--- src/rtl/core/bole_pkg.sv ---
// Package for the bounded ordered list engine.
// It holds the default parameter values, the field widths, and the command and status codes.
// It depends on nothing else.
`default_nettype none

package bole_pkg;

    localparam int CAPACITY_DEF   = 16;
    localparam int DATA_WIDTH_DEF = 32;

    localparam int CMD_W    = 3;
    localparam int VALUE_W  = 32;
    localparam int POS_W    = 7;
    localparam int STATUS_W = 3;
    localparam int INDEX_W  = 6;
    localparam int LENGTH_W = 7;

    localparam logic [CMD_W-1:0] CMD_INS_FRONT = 3'd0;
    localparam logic [CMD_W-1:0] CMD_INS_END   = 3'd1;
    localparam logic [CMD_W-1:0] CMD_INS_AFTER = 3'd2;
    localparam logic [CMD_W-1:0] CMD_DEL_FRONT = 3'd3;
    localparam logic [CMD_W-1:0] CMD_DEL_END   = 3'd4;
    localparam logic [CMD_W-1:0] CMD_DEL_POS   = 3'd5;
    localparam logic [CMD_W-1:0] CMD_SEARCH    = 3'd6;
    localparam logic [CMD_W-1:0] CMD_DUMP      = 3'd7;

    localparam logic [STATUS_W-1:0] ST_OK       = 3'd0;
    localparam logic [STATUS_W-1:0] ST_EMPTY    = 3'd1;
    localparam logic [STATUS_W-1:0] ST_FULL     = 3'd2;
    localparam logic [STATUS_W-1:0] ST_BADPOS   = 3'd3;
    localparam logic [STATUS_W-1:0] ST_NOTFOUND = 3'd4;
    localparam logic [STATUS_W-1:0] ST_FOUND    = 3'd5;

endpackage

`default_nettype wire

--- src/rtl/core/bole_store.sv ---
// Element store of the list engine: one write port and one read port, read data registered.
// It depends on no package.
`default_nettype none

module bole_store #(
    parameter int DEPTH = 16,
    parameter int WIDTH = 32
) (
    input  wire logic                     clk,
    input  wire logic                     we,
    input  wire logic [$clog2(DEPTH)-1:0] waddr,
    input  wire logic signed [WIDTH-1:0]  wdata,
    input  wire logic [$clog2(DEPTH)-1:0] raddr,
    output logic signed [WIDTH-1:0]       rdata
);

    logic signed [WIDTH-1:0] mem [DEPTH];
    logic signed [WIDTH-1:0] rdata_reg;

    always_ff @(posedge clk)
    begin
        if (we)
        begin
            mem[waddr] <= wdata;
        end
        rdata_reg <= mem[raddr];
    end

    assign rdata = rdata_reg;

endmodule

`default_nettype wire

--- src/rtl/core/bole_step.sv ---
// Shared index stepper of the list engine: next index up or down and the end-of-walk compare.
// It depends on no package.
`default_nettype none

module bole_step #(
    parameter int LW = 5
) (
    input  wire logic [LW-1:0] idx,
    input  wire logic          dir,
    input  wire logic [LW-1:0] bound,
    output logic      [LW-1:0] nbr,
    output logic               hit
);

    // A downward walk stops when the index reaches the bound; an upward walk stops
    // when the next index would reach it.
    assign nbr = dir ? (idx - LW'(1)) : (idx + LW'(1));
    assign hit = ((dir ? idx : nbr) == bound);

endmodule

`default_nettype wire

--- src/rtl/core/bounded_ordered_list_engine.sv ---
// Bounded ordered list engine: top level with the command sequencer and the result register.
// Insert shifts the elements from the insert point up, then writes the word; delete fetches the
// word, then shifts the later elements down; search and dump walk the list. Output stalls can
// hold every result. A new command is taken only in idle, so one command is worked on at a time;
// each element takes a read state, then a write or check state, as the store read is registered.
// Reset clears the length and the handshake state; the store is not cleared. Uses bole_pkg.
`default_nettype none

module bounded_ordered_list_engine #(
    parameter int CAPACITY   = bole_pkg::CAPACITY_DEF,
    parameter int DATA_WIDTH = bole_pkg::DATA_WIDTH_DEF
) (
    input  wire logic                                clk,
    input  wire logic                                rst_n,
    input  wire logic                                in_valid,
    output logic                                     in_stall,
    input  wire logic [bole_pkg::CMD_W-1:0]          command,
    input  wire logic signed [bole_pkg::VALUE_W-1:0] value,
    input  wire logic [bole_pkg::POS_W-1:0]          position,
    output logic                                     out_valid,
    input  wire logic                                out_stall,
    output logic [bole_pkg::STATUS_W-1:0]            status,
    output logic [bole_pkg::INDEX_W-1:0]             element_index,
    output logic signed [bole_pkg::VALUE_W-1:0]      element_value,
    output logic [bole_pkg::LENGTH_W-1:0]            list_length,
    output logic                                     last
);

    import bole_pkg::*;

    localparam int AW = $clog2(CAPACITY);
    localparam int LW = $clog2(CAPACITY + 1);

    typedef enum logic [3:0] {
        S_IDLE,
        S_DECODE,
        S_MV_RD,
        S_MV_WR,
        S_PUT,
        S_DEL_FETCH,
        S_DEL_HOLD,
        S_DEL_DONE,
        S_SCAN_RD,
        S_SCAN_CHK,
        S_SRCH_END
    } state_t;

    state_t                  state_reg, state_next;
    logic [CMD_W-1:0]        cmd_reg, cmd_next;
    logic signed [DATA_WIDTH-1:0] word_reg, word_next;
    logic [POS_W-1:0]        pos_reg, pos_next;
    logic [LW-1:0]           idx_reg, idx_next;
    logic [LW-1:0]           at_reg, at_next;
    logic                    dir_reg, dir_next;
    logic [LW-1:0]           len_reg, len_next;
    logic signed [DATA_WIDTH-1:0] del_word_reg, del_word_next;
    logic                    pend_valid_reg, pend_valid_next;
    logic [AW-1:0]           pend_idx_reg, pend_idx_next;
    logic signed [DATA_WIDTH-1:0] pend_val_reg, pend_val_next;

    logic                    out_valid_reg, out_valid_next;
    logic [STATUS_W-1:0]     status_reg, status_next;
    logic [INDEX_W-1:0]      index_reg, index_next;
    logic signed [VALUE_W-1:0] value_reg, value_next;
    logic [LENGTH_W-1:0]     length_reg, length_next;
    logic                    last_reg, last_next;

    logic                    emit;
    logic [STATUS_W-1:0]     e_status;
    logic [INDEX_W-1:0]      e_index;
    logic signed [VALUE_W-1:0] e_value;
    logic [LENGTH_W-1:0]     e_length;
    logic                    e_last;

    logic                    mem_we;
    logic [AW-1:0]           mem_waddr;
    logic signed [DATA_WIDTH-1:0] mem_wdata;
    logic [AW-1:0]           mem_raddr;
    logic signed [DATA_WIDTH-1:0] mem_rdata;

    logic [LW-1:0]           step_nbr;
    logic                    step_hit;
    logic [LW-1:0]           step_bound;

    logic                    out_free;
    logic                    is_full;
    logic                    is_empty;
    logic                    bad_pos;
    logic                    match;

    bole_store #(
        .DEPTH (CAPACITY),
        .WIDTH (DATA_WIDTH)
    ) u_store (
        .clk   (clk),
        .we    (mem_we),
        .waddr (mem_waddr),
        .wdata (mem_wdata),
        .raddr (mem_raddr),
        .rdata (mem_rdata)
    );

    assign step_bound = dir_reg ? at_reg : len_reg;

    bole_step #(
        .LW (LW)
    ) u_step (
        .idx   (idx_reg),
        .dir   (dir_reg),
        .bound (step_bound),
        .nbr   (step_nbr),
        .hit   (step_hit)
    );

    assign out_free  = !out_valid_reg || !out_stall;
    assign is_full   = (len_reg == LW'(CAPACITY));
    assign is_empty  = (len_reg == '0);
    assign bad_pos   = (pos_reg == '0) || (pos_reg > POS_W'(len_reg));
    assign match     = (mem_rdata == word_reg);
    assign mem_raddr = (state_reg == S_MV_RD) ? step_nbr[AW-1:0] : idx_reg[AW-1:0];

    always_comb
    begin
        state_next      = state_reg;
        cmd_next        = cmd_reg;
        word_next       = word_reg;
        pos_next        = pos_reg;
        idx_next        = idx_reg;
        at_next         = at_reg;
        dir_next        = dir_reg;
        len_next        = len_reg;
        del_word_next   = del_word_reg;
        pend_valid_next = pend_valid_reg;
        pend_idx_next   = pend_idx_reg;
        pend_val_next   = pend_val_reg;

        emit     = 1'b0;
        e_status = ST_OK;
        e_index  = '0;
        e_value  = '0;
        e_length = LENGTH_W'(len_reg);
        e_last   = 1'b1;

        mem_we    = 1'b0;
        mem_waddr = idx_reg[AW-1:0];
        mem_wdata = mem_rdata;

        case (state_reg)
            S_IDLE:
            begin
                if (in_valid)
                begin
                    cmd_next   = command;
                    word_next  = DATA_WIDTH'(value);
                    pos_next   = position;
                    state_next = S_DECODE;
                end
            end

            S_DECODE:
            begin
                case (cmd_reg)
                    CMD_INS_FRONT, CMD_INS_END, CMD_INS_AFTER:
                    begin
                        if (is_full || (cmd_reg == CMD_INS_AFTER && bad_pos))
                        begin
                            if (out_free)
                            begin
                                emit       = 1'b1;
                                e_status   = is_full ? ST_FULL : ST_BADPOS;
                                state_next = S_IDLE;
                            end
                        end
                        else
                        begin
                            if (cmd_reg == CMD_INS_FRONT)
                            begin
                                at_next = '0;
                            end
                            else if (cmd_reg == CMD_INS_END)
                            begin
                                at_next = len_reg;
                            end
                            else
                            begin
                                at_next = LW'(pos_reg);
                            end
                            idx_next   = len_reg;
                            dir_next   = 1'b1;
                            state_next = S_MV_RD;
                        end
                    end

                    CMD_DEL_FRONT, CMD_DEL_END, CMD_DEL_POS:
                    begin
                        if (is_empty || (cmd_reg == CMD_DEL_POS && bad_pos))
                        begin
                            if (out_free)
                            begin
                                emit       = 1'b1;
                                e_status   = is_empty ? ST_EMPTY : ST_BADPOS;
                                state_next = S_IDLE;
                            end
                        end
                        else
                        begin
                            if (cmd_reg == CMD_DEL_FRONT)
                            begin
                                idx_next = '0;
                            end
                            else if (cmd_reg == CMD_DEL_END)
                            begin
                                idx_next = len_reg - LW'(1);
                            end
                            else
                            begin
                                idx_next = LW'(pos_reg - POS_W'(1));
                            end
                            dir_next   = 1'b0;
                            state_next = S_DEL_FETCH;
                        end
                    end

                    default:
                    begin
                        if (is_empty)
                        begin
                            if (out_free)
                            begin
                                emit       = 1'b1;
                                e_status   = ST_EMPTY;
                                state_next = S_IDLE;
                            end
                        end
                        else
                        begin
                            idx_next        = '0;
                            dir_next        = 1'b0;
                            pend_valid_next = 1'b0;
                            state_next      = S_SCAN_RD;
                        end
                    end
                endcase
            end

            // Check for the end of the shift, otherwise fetch the neighbor to move.
            S_MV_RD:
            begin
                if (step_hit)
                begin
                    state_next = dir_reg ? S_PUT : S_DEL_DONE;
                end
                else
                begin
                    state_next = S_MV_WR;
                end
            end

            S_MV_WR:
            begin
                mem_we     = 1'b1;
                mem_waddr  = idx_reg[AW-1:0];
                mem_wdata  = mem_rdata;
                idx_next   = step_nbr;
                state_next = S_MV_RD;
            end

            S_PUT:
            begin
                if (out_free)
                begin
                    mem_we     = 1'b1;
                    mem_waddr  = at_reg[AW-1:0];
                    mem_wdata  = word_reg;
                    len_next   = len_reg + LW'(1);
                    emit       = 1'b1;
                    e_status   = ST_OK;
                    e_length   = LENGTH_W'(len_reg + LW'(1));
                    state_next = S_IDLE;
                end
            end

            S_DEL_FETCH:
            begin
                state_next = S_DEL_HOLD;
            end

            S_DEL_HOLD:
            begin
                del_word_next = mem_rdata;
                state_next    = S_MV_RD;
            end

            S_DEL_DONE:
            begin
                if (out_free)
                begin
                    len_next   = len_reg - LW'(1);
                    emit       = 1'b1;
                    e_status   = ST_OK;
                    e_value    = VALUE_W'(del_word_reg);
                    e_length   = LENGTH_W'(len_reg - LW'(1));
                    state_next = S_IDLE;
                end
            end

            S_SCAN_RD:
            begin
                state_next = S_SCAN_CHK;
            end

            S_SCAN_CHK:
            begin
                if (cmd_reg == CMD_DUMP)
                begin
                    if (out_free)
                    begin
                        emit     = 1'b1;
                        e_status = ST_OK;
                        e_index  = INDEX_W'(idx_reg);
                        e_value  = VALUE_W'(mem_rdata);
                        e_last   = step_hit;
                        if (step_hit)
                        begin
                            state_next = S_IDLE;
                        end
                        else
                        begin
                            idx_next   = step_nbr;
                            state_next = S_SCAN_RD;
                        end
                    end
                end
                else if (!(match && pend_valid_reg && !out_free))
                begin
                    // A match is held back until the next one shows whether it is the last.
                    if (match)
                    begin
                        if (pend_valid_reg)
                        begin
                            emit     = 1'b1;
                            e_status = ST_FOUND;
                            e_index  = INDEX_W'(pend_idx_reg);
                            e_value  = VALUE_W'(pend_val_reg);
                            e_last   = 1'b0;
                        end
                        pend_valid_next = 1'b1;
                        pend_idx_next   = idx_reg[AW-1:0];
                        pend_val_next   = mem_rdata;
                    end
                    if (step_hit)
                    begin
                        state_next = S_SRCH_END;
                    end
                    else
                    begin
                        idx_next   = step_nbr;
                        state_next = S_SCAN_RD;
                    end
                end
            end

            S_SRCH_END:
            begin
                if (out_free)
                begin
                    emit = 1'b1;
                    if (pend_valid_reg)
                    begin
                        e_status = ST_FOUND;
                        e_index  = INDEX_W'(pend_idx_reg);
                        e_value  = VALUE_W'(pend_val_reg);
                    end
                    else
                    begin
                        e_status = ST_NOTFOUND;
                    end
                    state_next = S_IDLE;
                end
            end

            default:
            begin
                state_next = S_IDLE;
            end
        endcase

        if (emit)
        begin
            out_valid_next = 1'b1;
            status_next    = e_status;
            index_next     = e_index;
            value_next     = e_value;
            length_next    = e_length;
            last_next      = e_last;
        end
        else
        begin
            out_valid_next = out_valid_reg && out_stall;
            status_next    = status_reg;
            index_next     = index_reg;
            value_next     = value_reg;
            length_next    = length_reg;
            last_next      = last_reg;
        end
    end

    always_ff @(posedge clk or negedge rst_n)
    begin
        if (!rst_n)
        begin
            state_reg      <= S_IDLE;
            cmd_reg        <= CMD_INS_FRONT;
            word_reg       <= '0;
            pos_reg        <= '0;
            idx_reg        <= '0;
            at_reg         <= '0;
            dir_reg        <= 1'b0;
            len_reg        <= '0;
            del_word_reg   <= '0;
            pend_valid_reg <= 1'b0;
            pend_idx_reg   <= '0;
            pend_val_reg   <= '0;
            out_valid_reg  <= 1'b0;
            status_reg     <= ST_OK;
            index_reg      <= '0;
            value_reg      <= '0;
            length_reg     <= '0;
            last_reg       <= 1'b0;
        end
        else
        begin
            state_reg      <= state_next;
            cmd_reg        <= cmd_next;
            word_reg       <= word_next;
            pos_reg        <= pos_next;
            idx_reg        <= idx_next;
            at_reg         <= at_next;
            dir_reg        <= dir_next;
            len_reg        <= len_next;
            del_word_reg   <= del_word_next;
            pend_valid_reg <= pend_valid_next;
            pend_idx_reg   <= pend_idx_next;
            pend_val_reg   <= pend_val_next;
            out_valid_reg  <= out_valid_next;
            status_reg     <= status_next;
            index_reg      <= index_next;
            value_reg      <= value_next;
            length_reg     <= length_next;
            last_reg       <= last_next;
        end
    end

    assign in_stall      = (state_reg != S_IDLE);
    assign out_valid     = out_valid_reg;
    assign status        = status_reg;
    assign element_index = index_reg;
    assign element_value = value_reg;
    assign list_length   = length_reg;
    assign last          = last_reg;

endmodule

`default_nettype wire

--- config.mk ---
export PLATFORM = sky130hd
export DESIGN_NAME = bounded_ordered_list_engine
export DESIGN_NICKNAME = d
export VERILOG_FILES = /design/src/rtl/core/bole_pkg.sv /design/src/rtl/core/bole_store.sv /design/src/rtl/core/bole_step.sv /design/src/rtl/core/bounded_ordered_list_engine.sv
export SDC_FILE = /design/constraint.sdc
export NUM_CORES = 1
export LEC_CHECK = 0
export ABC_CLOCK_PERIOD_IN_PS = 4200
export BUFFER_PORTS_ARGS = -buffer_cell sky130_fd_sc_hd__clkbuf_2
export CORE_MARGIN = 1.5
export CORE_UTILIZATION = 55
export DETAILED_ROUTE_END_ITERATION = 10
export PLACE_DENSITY = 0.81
export SYNTH_ARGS = -nofsm -noshare
export SYNTH_HDL_FRONTEND = slang
export SYNTH_SLANG_ARGS = --single-unit
--- constraint.sdc ---
create_clock -name clk -period 4.2 [get_ports clk]
set_input_delay 0.42 -clock clk [delete_from_list [all_inputs] [get_ports clk]]
set_output_delay 0.42 -clock clk [all_outputs]
set_load 0.01 [all_outputs]
==> results.md <==
* Kind of end point of the critical path: register
* Fillers at 3533
* MaxCap Viol Count at 0
* Final hold violations at 0
* Run status: finished, final reports clean
* Layout cell share with drive strength beyond 1 at 0.278
* Routed Antenna Nets at 0
* First-pass GRT wire length at 108 mm
* # port buffers at 95
* Worst-Skew Late Latency at 610 ps
* Post-Syn Area at 29600 µm²
* Top cell by count, worst path: and3_1
* Power density cells at 798 nW/µm²
* Per-cell routed wire length at 27.6 µm
* H-tree levels at 3
* Row cnt at 84
* Final net count at 1938
* Die area at 55200 µm²
* Top layer in use: met4
* Vias at 16996
* CTS tree: done
* Reg2Reg Launch Point: len_reg[4]
* Clock slew at reported path FFs at 60 ps
* Metal3 WL at 7.59 mm
* Total track usage at 0.266
* Initial DRC count at 1989
* Mapped Cells at 1760
* Max-slew headroom at the worst pin at 0.137
* Slowest CP cell: a2111oi_0
* Hold Crit Class: in2reg
* Period utilisation layout at 0.894
* Async set or reset register ratio after synthesis at 0.249
* Syn_area_per_cell at 16.8 µm²
* Seq/Total Area, Yosys at 0.694
* Slew Viols, Final at 0
* R2R depth at 10
* Vias in the first global route at 17162
* GP Congestion at 0.867
* Bufs and invs on worst path at 2
* Hold Worst Slack at 39.1 ps
* Startpoint Class: register
* Initial Util at 0.559
* Max reg flops at 512
* Top reg by flops: u_store.mem
* Final WL at 72.6 mm
* Final Worst Setup Slack at 447 ps
* Metal2 WL at 34.3 mm
* TritonCTS sink count at 724
* Reg-to-Reg End: element_value[22]
* Die width at 235 µm
* Worst setup path category: reg2reg
* Worst path cell trace: clkinv_1 > ha_1 > and3_1 > and3_1 > a21oi_1 > o21ai_1 > a2111oi_0 > a311oi_4 > buf_12 > a221o_1
* Drt drc at 0
* Max Clock Freq at 266 MHz
* R2R Setup Slk at 450 ps
* Fin crit period at 3750 ps
* Peak supply drop at 0.000574 V
* Syn-to-layout area delta at 13.9%
* Remaining global-route overflow at 0
* Mapped Nets at 1818
* Leakage power at 0.0123 µW
* Antenna violations before repair at 0
* Wire length on met1 at 28.0 mm
* Actual slew at the worst max-slew pin at 1300 ps
* Vias per cell at 6.47
* Peak fanout along the critical path at 32
* Die height at 235 µm
* Antenna cells at 0
* RSZ-0062 raised after global routing: no
* Synth Flop Type: edfxtp_1
* EDFF count, synth at 512
* Dpl hpwl at 42.6 mm
* Hold_sp: value[3]
* Pin count of the biggest net entering global routing at 114
* Tot Pwr at 26900 µW
* Inserted Clock Buffers at 73
* Hold depth at 2
* Dpl ws at 565 ps
* Final setup viols at 0
* Hold Path Sink: word_reg[3]
* Core ar. at 52900 µm²
* Root Driver: clkbuf_16
* Max Buffers Root-to-Sink at 3
* Worst Path Required at 4670 ps
* Setup TNS at 0 ps
* Yosys reg bits at 724
* Unique masters post-synth at 69
* Crit path arrival time at 4220 ps
* Top Family by Delay on Critical Path: compound AO/OA/AOI/OAI gates
* Synth warn at 0
* TritonRoute pass-1 iters at 5
* Top-Level Pins at 97
* Skew final at 26.5 ps
* Largest stage delay, worst path at 730 ps
[kinds of logic (layout without fill, tap and decap cells)]
family | after synthesis | after routing | share of synthesized area
other | 1 | 1 | 0.000127
buffers and inverters | 120 | 298 | 0.0185
xor gates and xnor gates | 49 | 49 | 0.0145
muxes | 276 | 276 | 0.152
DFF | 724 | 724 | 0.694
adders and majority gates | 12 | 12 | 0.00533
AOI/OAI and AO/OA | 258 | 258 | 0.0636
and+or+nand+nor | 320 | 320 | 0.0515
[cells in the mapped netlist, drive strengths merged, types with 36 or more instances]
| library cell | n | area share |
|---|---|---|
| nor2b | 37 | 0.0078 |
| o21ai | 39 | 0.0066 |
| a21oi | 57 | 0.0096 |
| a221o | 41 | 0.014 |
| a211oi | 36 | 0.0093 |
| nand2 | 143 | 0.018 |
| clkbuf | 68 | 0.0087 |
| mux2 | 113 | 0.043 |
| dfrtp | 180 | 0.15 |
| edfxtp | 512 | 0.52 |
| mux4 | 128 | 0.097 |
| buf | 37 | 0.0079 |
| xnor2 | 47 | 0.014 |
| nor2 | 46 | 0.0058 |
[cell type report]
type	instances	area, µm²	area share
clock buffers	96	2070	0.0614
clock inverters	37	408	0.0121
inverters	15	56.3	0.00167
multi-input cells	916	8710	0.259
flip-flops and latches	724	20500	0.609
well taps	688	861	0.0256
repair buffers	150	1050	0.0312
[worst max path at each step]
stage	slack, ps	start	end	cells after the start
2_1_floorplan	780	state_reg[2]	u_store.mem[13][0]	7
3_3_place_gp	640	len_reg[4]	element_value[18]	10
3_5_place_dp	560	len_reg[4]	element_value[16]	10
4_1_cts	520	len_reg[4]	element_value[22]	10
5_1_grt	260	len_reg[4]	element_value[22]	10
6_report	450	len_reg[4]	element_value[22]	10
[layer usage]
layer	vias to the layer above	GRT usage
li1	7166	-
met1	8758	0.358
met2	911	0.416
met3	161	0.0708
met4	0	0.105
met5	-	0
[layout by cell type, fill, tap and decap left out, drive strengths merged, types with 5 or more instances in the layout]
| cell | instances |
|---|---|
| nor2b | 37 |
| nand3 | 10 |
| mux4 | 128 |
| a221o | 41 |
| a21oi | 57 |
| nand2 | 143 |
| o21ai | 39 |
| a22o | 33 |
| clkinvlp | 5 |
| inv | 16 |
| nor2 | 46 |
| a211oi | 36 |
| dfxtp | 32 |
| nor3b | 6 |
| dfrtp | 180 |
| edfxtp | 512 |
| buf | 54 |
| and3 | 9 |
| clkinv | 23 |
| nand2b | 9 |
| nand4 | 12 |
| xnor2 | 47 |
| nor3 | 26 |
| o211ai | 5 |
| mux2i | 35 |
| ha | 11 |
| mux2 | 113 |
| clkbuf | 191 |
| bufinv | 8 |
| a31oi | 10 |
[metrics by stage]
stage	instances	utilization	instance area [µm²]
after CTS	2626	0.637	33700
final	2626	0.637	33700
after detailed placement	2492	0.590	31200
after global placement	2492	0.590	31200
after global routing	2626	0.637	33700
after floorplan	1760	-	29600
[where the power goes]
group	leakage, µW	switching, µW	internal [µW]
Combinational	0.00389	5430	4020
Sequential	0.00720	1090	9640
Clock	0.00121	2720	3980
Total	0.0123	9240	17600
[what timing repair did]
action,4_1_cts,5_1_grt
endpoints found under the setup margin,0,0
setup buffers,0,0
gates resized for setup,0,0
endpoints found under the hold margin,41,0
hold buffers,1,0
Note: power is estimated with default switching activity, not from simulation.
